**src/hdl/ctxq_pkg.sv**
```systemverilog
// Types, codes and constants shared by the CAN transmit queue modules.
package ctxq_pkg;

  localparam int DEPTH = 16;
  localparam int IDX_W = $clog2(DEPTH);
  localparam int CNT_W = $clog2(DEPTH + 1);

  localparam logic [1:0] ACT_PROTO = 2'd0;
  localparam logic [1:0] ACT_STD   = 2'd1;
  localparam logic [1:0] ACT_EXT   = 2'd2;
  localparam logic [1:0] ACT_DEQ   = 2'd3;

  localparam logic [1:0] ST_ENQ   = 2'd0;
  localparam logic [1:0] ST_FULL  = 2'd1;
  localparam logic [1:0] ST_DEQ   = 2'd2;
  localparam logic [1:0] ST_EMPTY = 2'd3;

  localparam logic [31:0] SRR_IDE_BITS   = 32'h0018_0000;
  localparam logic [31:0] LOW_PART_MASK  = 32'h0007_ffff;
  localparam logic [31:0] HIGH_PART_MASK = 32'hffe0_0000;

  typedef struct packed {
    logic [1:0]  action;
    logic [2:0]  msg_type;
    logic [3:0]  dest_node;
    logic [4:0]  table_number;
    logic [10:0] var_offset;
    logic [28:0] raw_ident;
    logic [3:0]  byte_count;
    logic [63:0] payload;
    logic        passthrough;
  } item_t;

  typedef struct packed {
    logic [31:0] ident;
    logic [3:0]  length;
    logic [63:0] payload;
    logic        mark;
  } entry_t;

endpackage

```
**src/hdl/ctxq_id_pack.sv**
```systemverilog
// Builds the queue entry, including the packed identifier word, for one word.
module ctxq_id_pack
  import ctxq_pkg::*;
(
  input  item_t      item,
  input  logic [3:0] own_node_id,
  output entry_t     entry
);

  logic [31:0] proto_word;
  logic [31:0] std_word;
  logic [31:0] ext_word;

  assign proto_word = {item.var_offset, 2'b00, item.msg_type, own_node_id,
                       item.dest_node, item.table_number[3:0],
                       item.table_number[4], 3'b000} | SRR_IDE_BITS;

  assign std_word = {item.raw_ident[10:0], 21'd0};

  // The extended form splits the 29 bits around the SRR and IDE flags.
  assign ext_word = ({2'b00, item.raw_ident, 1'b0} & LOW_PART_MASK)
                  | ({item.raw_ident, 3'b000} & HIGH_PART_MASK)
                  | SRR_IDE_BITS;

  always_comb begin
    entry.length  = item.byte_count;
    entry.payload = item.payload;
    unique case (item.action)
      ACT_PROTO: begin
        entry.ident = proto_word;
        entry.mark  = item.passthrough;
      end
      ACT_STD: begin
        entry.ident = std_word;
        entry.mark  = 1'b0;
      end
      ACT_EXT: begin
        entry.ident = ext_word;
        entry.mark  = 1'b0;
      end
      ACT_DEQ: begin
        entry.ident = '0;
        entry.mark  = 1'b0;
      end
    endcase
  end

endmodule

```
**src/hdl/can_tx_queue_with_id_packing_core.sv**
```systemverilog
// Top level of the CAN transmit queue with identifier packing.
//
// Usage: a word is accepted at a rising edge where start is high and busy is
// low. Its action either enqueues a message (protocol, raw 11-bit or raw
// 29-bit identifier) or dequeues the oldest stored message.
// Every accepted word gives exactly one result, shown for one cycle with
// done high. The receiver cannot stall, so results are never held back.
// From acceptance to done, a word passes the input register, then the ring
// access and the result register. A new word may be accepted in every cycle
// while busy is low, so throughput is one word per cycle; the ring memory has
// one write and one read port, which each word uses at most once.
// The configuration channel (cfg_valid, cfg_ready, cfg_data) writes the own
// node id that is placed in protocol identifiers; write it only while idle.
// Reset (rst, synchronous) empties the ring, clears the node id and holds
// busy high for the cycle after reset; the ring contents are not cleared, as
// the entry count guards every read.
module can_tx_queue_with_id_packing_core
  import ctxq_pkg::*;
(
  input  logic        clk,
  input  logic        rst,
  input  logic        start,
  output logic        busy,
  input  logic [1:0]  action,
  input  logic [2:0]  msg_type,
  input  logic [3:0]  dest_node,
  input  logic [4:0]  table_number,
  input  logic [10:0] var_offset,
  input  logic [28:0] raw_ident,
  input  logic [3:0]  byte_count,
  input  logic [63:0] payload,
  input  logic        passthrough,
  input  logic        cfg_valid,
  output logic        cfg_ready,
  input  logic [3:0]  cfg_data,
  output logic        done,
  output logic [1:0]  status,
  output logic [31:0] tx_ident_word,
  output logic [3:0]  tx_byte_count,
  output logic [63:0] tx_payload,
  output logic        tx_passthrough
);

  // Input register stage.
  logic        in_valid;
  item_t       in_item;

  // Configuration and ring control state.
  logic [3:0]  own_node_id;
  logic [IDX_W-1:0] write_index;
  logic [IDX_W-1:0] read_index;
  logic [CNT_W-1:0] entry_count;
  logic [IDX_W-1:0] write_index_next;
  logic [IDX_W-1:0] read_index_next;
  logic [CNT_W-1:0] entry_count_next;

  // Ring storage and its registered read port.
  entry_t      ring [DEPTH];
  entry_t      rd_entry;
  entry_t      new_entry;

  // Result register stage.
  logic        deq_hit;
  logic [1:0]  status_next;

  logic        is_deq;
  logic        ring_full;
  logic        ring_empty;
  logic        wr_en;
  logic        rd_en;

  assign cfg_ready = !busy;

  always_ff @(posedge clk) begin
    if (rst) begin
      busy        <= 1'b1;
      own_node_id <= '0;
    end else begin
      busy <= 1'b0;
      if (cfg_valid && cfg_ready) begin
        own_node_id <= cfg_data;
      end
    end
  end

  // Capture the accepted word; the payload needs no reset.
  always_ff @(posedge clk) begin
    if (rst) begin
      in_valid <= 1'b0;
    end else begin
      in_valid <= start && !busy;
    end
  end

  always_ff @(posedge clk) begin
    if (start && !busy) begin
      in_item <= '{action: action, msg_type: msg_type, dest_node: dest_node,
                   table_number: table_number, var_offset: var_offset,
                   raw_ident: raw_ident, byte_count: byte_count,
                   payload: payload, passthrough: passthrough};
    end
  end

  ctxq_id_pack u_id_pack (
    .item        (in_item),
    .own_node_id (own_node_id),
    .entry       (new_entry)
  );

  // Full and empty follow the entry count; a full ring drops enqueues and an
  // empty ring leaves both indices alone on a dequeue.
  assign is_deq     = (in_item.action == ACT_DEQ);
  assign ring_full  = (entry_count == CNT_W'(DEPTH));
  assign ring_empty = (entry_count == '0);
  assign wr_en      = in_valid && !is_deq && !ring_full;
  assign rd_en      = in_valid && is_deq && !ring_empty;

  always_comb begin
    write_index_next = write_index;
    read_index_next  = read_index;
    entry_count_next = entry_count;
    if (wr_en) begin
      write_index_next = (write_index == IDX_W'(DEPTH - 1)) ? '0
                                                             : write_index + 1'b1;
      entry_count_next = entry_count + 1'b1;
    end else if (rd_en) begin
      read_index_next  = (read_index == IDX_W'(DEPTH - 1)) ? '0
                                                            : read_index + 1'b1;
      entry_count_next = entry_count - 1'b1;
    end
  end

  always_comb begin
    if (is_deq) begin
      status_next = ring_empty ? ST_EMPTY : ST_DEQ;
    end else begin
      status_next = ring_full ? ST_FULL : ST_ENQ;
    end
  end

  always_ff @(posedge clk) begin
    if (rst) begin
      write_index <= '0;
      read_index  <= '0;
      entry_count <= '0;
      done        <= 1'b0;
      deq_hit     <= 1'b0;
      status      <= ST_ENQ;
    end else begin
      write_index <= write_index_next;
      read_index  <= read_index_next;
      entry_count <= entry_count_next;
      done        <= in_valid;
      deq_hit     <= rd_en;
      status      <= status_next;
    end
  end

  always_ff @(posedge clk) begin
    if (wr_en) begin
      ring[write_index] <= new_entry;
    end
  end

  always_ff @(posedge clk) begin
    if (rd_en) begin
      rd_entry <= ring[read_index];
    end
  end

  // Only a successful dequeue shows the entry; every other result reads zero.
  assign tx_ident_word  = deq_hit ? rd_entry.ident   : '0;
  assign tx_byte_count  = deq_hit ? rd_entry.length  : '0;
  assign tx_payload     = deq_hit ? rd_entry.payload : '0;
  assign tx_passthrough = deq_hit ? rd_entry.mark    : 1'b0;

endmodule

```
**config.mk**
```make
export PLATFORM = sky130hd
export DESIGN_NAME = can_tx_queue_with_id_packing_core
export DESIGN_NICKNAME = d
export VERILOG_FILES = /design/src/hdl/ctxq_pkg.sv /design/src/hdl/ctxq_id_pack.sv /design/src/hdl/can_tx_queue_with_id_packing_core.sv
export SDC_FILE = /design/constraint.sdc
export NUM_CORES = 2
export LEC_CHECK = 0
export ABC_AREA = 1
export ABC_CLOCK_PERIOD_IN_PS = 8300
export CAP_MARGIN = 25
export CORE_ASPECT_RATIO = 0.9
export CORE_MARGIN = 2
export CORE_UTILIZATION = 35
export CTS_CLUSTER_SIZE = 40
export DETAILED_ROUTE_END_ITERATION = 12
export DONT_BUFFER_PORTS = 1
export PLACE_DENSITY = 0.47
export SLEW_MARGIN = 40
export SYNTH_ARGS = -nofsm -noshare
export SYNTH_HDL_FRONTEND = slang
export SYNTH_SLANG_ARGS = --single-unit
```
**constraint.sdc**
```tcl
create_clock -name clk -period 8.3 [get_ports clk]
set_input_delay 1.66 -clock clk [delete_from_list [all_inputs] [get_ports clk]]
set_output_delay 1.66 -clock clk [all_outputs]
set_load 0.005 [all_outputs]
```
==> impl_metrics.env <==
export IMPL_fmax_mhz=241.6
export IMPL_power_leakage_nw=28.17
export IMPL_root_buffer="clkbuf_16"
export IMPL_slew_headroom=0.4017
export IMPL_p_total_mw=18.87
export IMPL_rrSetupSlack_ns=4.41
export IMPL_placementRows=158
export IMPL_worstMarginPinSlew_ns=0.8975
export IMPL_vias=43300
export IMPL_cts_buffers=190
export IMPL_yosys_register_bits=1829
export IMPL_slowest_delay_ns=0.75
export IMPL_ir_worst_vdd_mv=0.2111
export IMPL_drt_iter0_markers=3559
export IMPL_slew_viol_final=0
export IMPL_final_common_cell="edfxtp_1"
export IMPL_dp_hpwl_um=98180
export IMPL_drc=0
export IMPL_layout_drive_gt1_share=0.06563
export IMPL_crit_path_end="tx_byte_count[3]"
export IMPL_syn2layout_area_growth_pct=12.23
export IMPL_ant_nets=0
export IMPL_skew_ns=0.04776
export IMPL_mostFrequentLayoutCells="edfxtp_1, nor2_1, nand2_1"
export IMPL_cts_sinks=1829
export IMPL_grt_max_degree=177
export IMPL_n_fill_cell=19470
export IMPL_tns_ns=0
export IMPL_gp_congestion=0.7243
export IMPL_clk_pin_slew_ns=0.07
export IMPL_core_area_sq_mm=0.2056
export IMPL_crit_reg2reg_launch="in_item[122]"
export IMPL_synth_distinct_cells=28
export IMPL_synthesis_nets=5991
export IMPL_powerDensity_mw_per_mm2=232.5
export IMPL_rsz0062_at_grt="false"
export IMPL_min_from="in_valid"
export IMPL_antenna_found_initial=15
export IMPL_postCtsResizedCells=0
export IMPL_fp_dieW_um=483.1
export IMPL_htreeDepth=4
export IMPL_postCtsHoldBufs=0
export IMPL_insertion_delay_ns=0.81
export IMPL_netlist_area_sq_mm=0.07231
export IMPL_status="completed"
export IMPL_nets=5929
export IMPL_timing_final_hold_violations=0
export IMPL_r2r_cells=9
export IMPL_routed_wl_um=204600
export IMPL_routedWlPerCell_um=23.62
export IMPL_cp_max_fo=61
export IMPL_r2r_end="ring[2][9]"
export IMPL_critPathRequiredTime_ns=6.64
export IMPL_finalWorstPathRequiredPeriod_ns=4.140
export IMPL_io_buffers=0
export IMPL_grt_overflow=0
export IMPL_io_pin_count=237
export IMPL_startpoint="deq_hit"
export IMPL_arrival_ns=2.48
export IMPL_seq_area_frac_synth=0.7564
export IMPL_gr_usage_all_layers=0.1909
export IMPL_postSynthCellCount=5851
export IMPL_min_period_over_period=0.4987
export IMPL_setup_violations_final=0
export IMPL_dieArea_sq_mm=0.2102
export IMPL_die_h_um=435.2
export IMPL_end_kind="output pin"
export IMPL_clockBufferDepth=3
export IMPL_first_global_vias=42150
export IMPL_yosysWarnings=0
export IMPL_start_util=0.3517
export IMPL_crit_type="flip-flop to output pin"
export IMPL_synth_avg_cell_area_sq_um=12.36
export IMPL_cts_tree="yes"
export IMPL_grt_pass1_wl_um=299100
export IMPL_maxCapViolCount=0
export IMPL_min_delay_path_class="flip-flop to flip-flop"
export IMPL_viasPerCell=4.998
export IMPL_cts_setup_buffers=0
export IMPL_worstPathCellList="buf_6 > nand2_1 > inv_1"
export IMPL_start_kind="flip-flop"
export IMPL_slowest_stage="dfxtp_4"
export IMPL_first_pass_iters=5
cells in the mapped netlist (all sizes together):
| master | number | share of area |
|---|---|---|
| dfxtp | 23 | 0.0064 |
| buf | 198 | 0.019 |
| xor2 | 2 | 0.00024 |
| edfxtp | 1806 | 0.75 |
| conb | 1 | 0.000052 |
| fa | 1 | 0.00028 |
| a21oi | 8 | 0.00055 |
| nand3 | 217 | 0.015 |
| nand2 | 761 | 0.040 |
| nand3b | 1 | 0.00010 |
| clkbuf | 138 | 0.0072 |
| o21ai | 804 | 0.056 |
| nand4 | 1 | 0.000087 |
| clkinv | 5 | 0.00026 |
| ha | 8 | 0.0014 |
| o211ai | 99 | 0.010 |
| nor2 | 1536 | 0.080 |
| nor3b | 1 | 0.00010 |
| nor3 | 4 | 0.00028 |
| inv | 221 | 0.011 |
| a22o | 16 | 0.0019 |
worst min path at each step:
| stage | to | slack [ns] | cells past startpoint |
|---|---|---|---|
| after floorplan | done | 0.43 | 2 |
| after global placement | own_node_id[3] | 0.47 | 2 |
| after detailed placement | done | 0.46 | 2 |
| after CTS | done | 0.48 | 2 |
| after global routing | done | 0.51 | 2 |
| final | done | 0.47 | 2 |
critical path: cells and delay by family (launching register included):
| kind | cells | cell delay, ns |
|---|---|---|
| buf+inv | 2 | 0.68 |
| flops | 1 | 0.75 |
| simple gates | 1 | 0.14 |
cell families (layout without fill, tap and decap cells):
logic type / count (synthesis) / count (layout) / synth area share
simple gates: 2521 / 2521 / 0.1348
flops: 1829 / 1829 / 0.7564
compound gates: 927 / 927 / 0.06842
buf+inv: 562 / 653 / 0.03838
fa+ha+maj: 9 / 9 / 0.001661
xor+xnor: 2 / 2 / 0.0002423
other cells: 1 / 3 / 0.00005186
per-stage QoR:
stage | hold slack, ns | cells | util | instance area (sq um) | worst slack, ns
finish | 0.4738 | 8664 | 0.3947 | 81150 | 4.160
global route | 0.5098 | 8662 | 0.3947 | 81140 | 3.944
CTS | 0.4791 | 8660 | 0.3943 | 81070 | 3.771
detailed placement | 0.4645 | 8315 | 0.3655 | 75150 | 4.464
global placement | 0.4725 | 8298 | 0.3631 | 74660 | 4.552
floorplan | 0.4282 | 5851 | - | 72310 | 0.8150
layer usage:
metal  share of wire  vias to the layer above  GRT usage
met5         0.00011                        -          0
met4           0.018                        4    0.03875
met3           0.048                      238    0.03011
met2            0.45                     1063     0.2966
met1            0.48                    21780     0.2828
li1                -                    20220          -
registers in the layout (all words and copies together) (netlist names):
| register | cells |
|---|---|
| write_index | 4 |
| done | 1 |
| status | 2 |
| busy | 1 |
| rd_entry | 99 |
| own_node_id | 4 |
| ring | 1584 |
| entry_count | 5 |
| in_valid | 1 |
| read_index | 4 |
| in_item | 123 |
| deq_hit | 1 |
cell type report:
type	instances	area (sq um)	area share
inverter	226	898.4	0.01107
antenna	2	5.005	0.00006168
multi-input combinational	3460	14990	0.1847
tap	2720	3403	0.04194
clock buffer	241	5074	0.06252
timing repair buffer	82	1227	0.01513
sequential	1829	54710	0.6742
clock inverter	104	842.1	0.01038
power breakdown:
group | leakage [nW] | switching [mW] | internal [mW] | total [mW]
Combinational | 8.72 | 0.259 | 0.0876 | 0.347
Sequential | 16.6 | 0.0792 | 10.2 | 10.3
Clock | 2.90 | 3.60 | 4.65 | 8.25
Total | 28.2 | 3.94 | 14.9 | 18.9
Power figures use the tool's default switching activity.
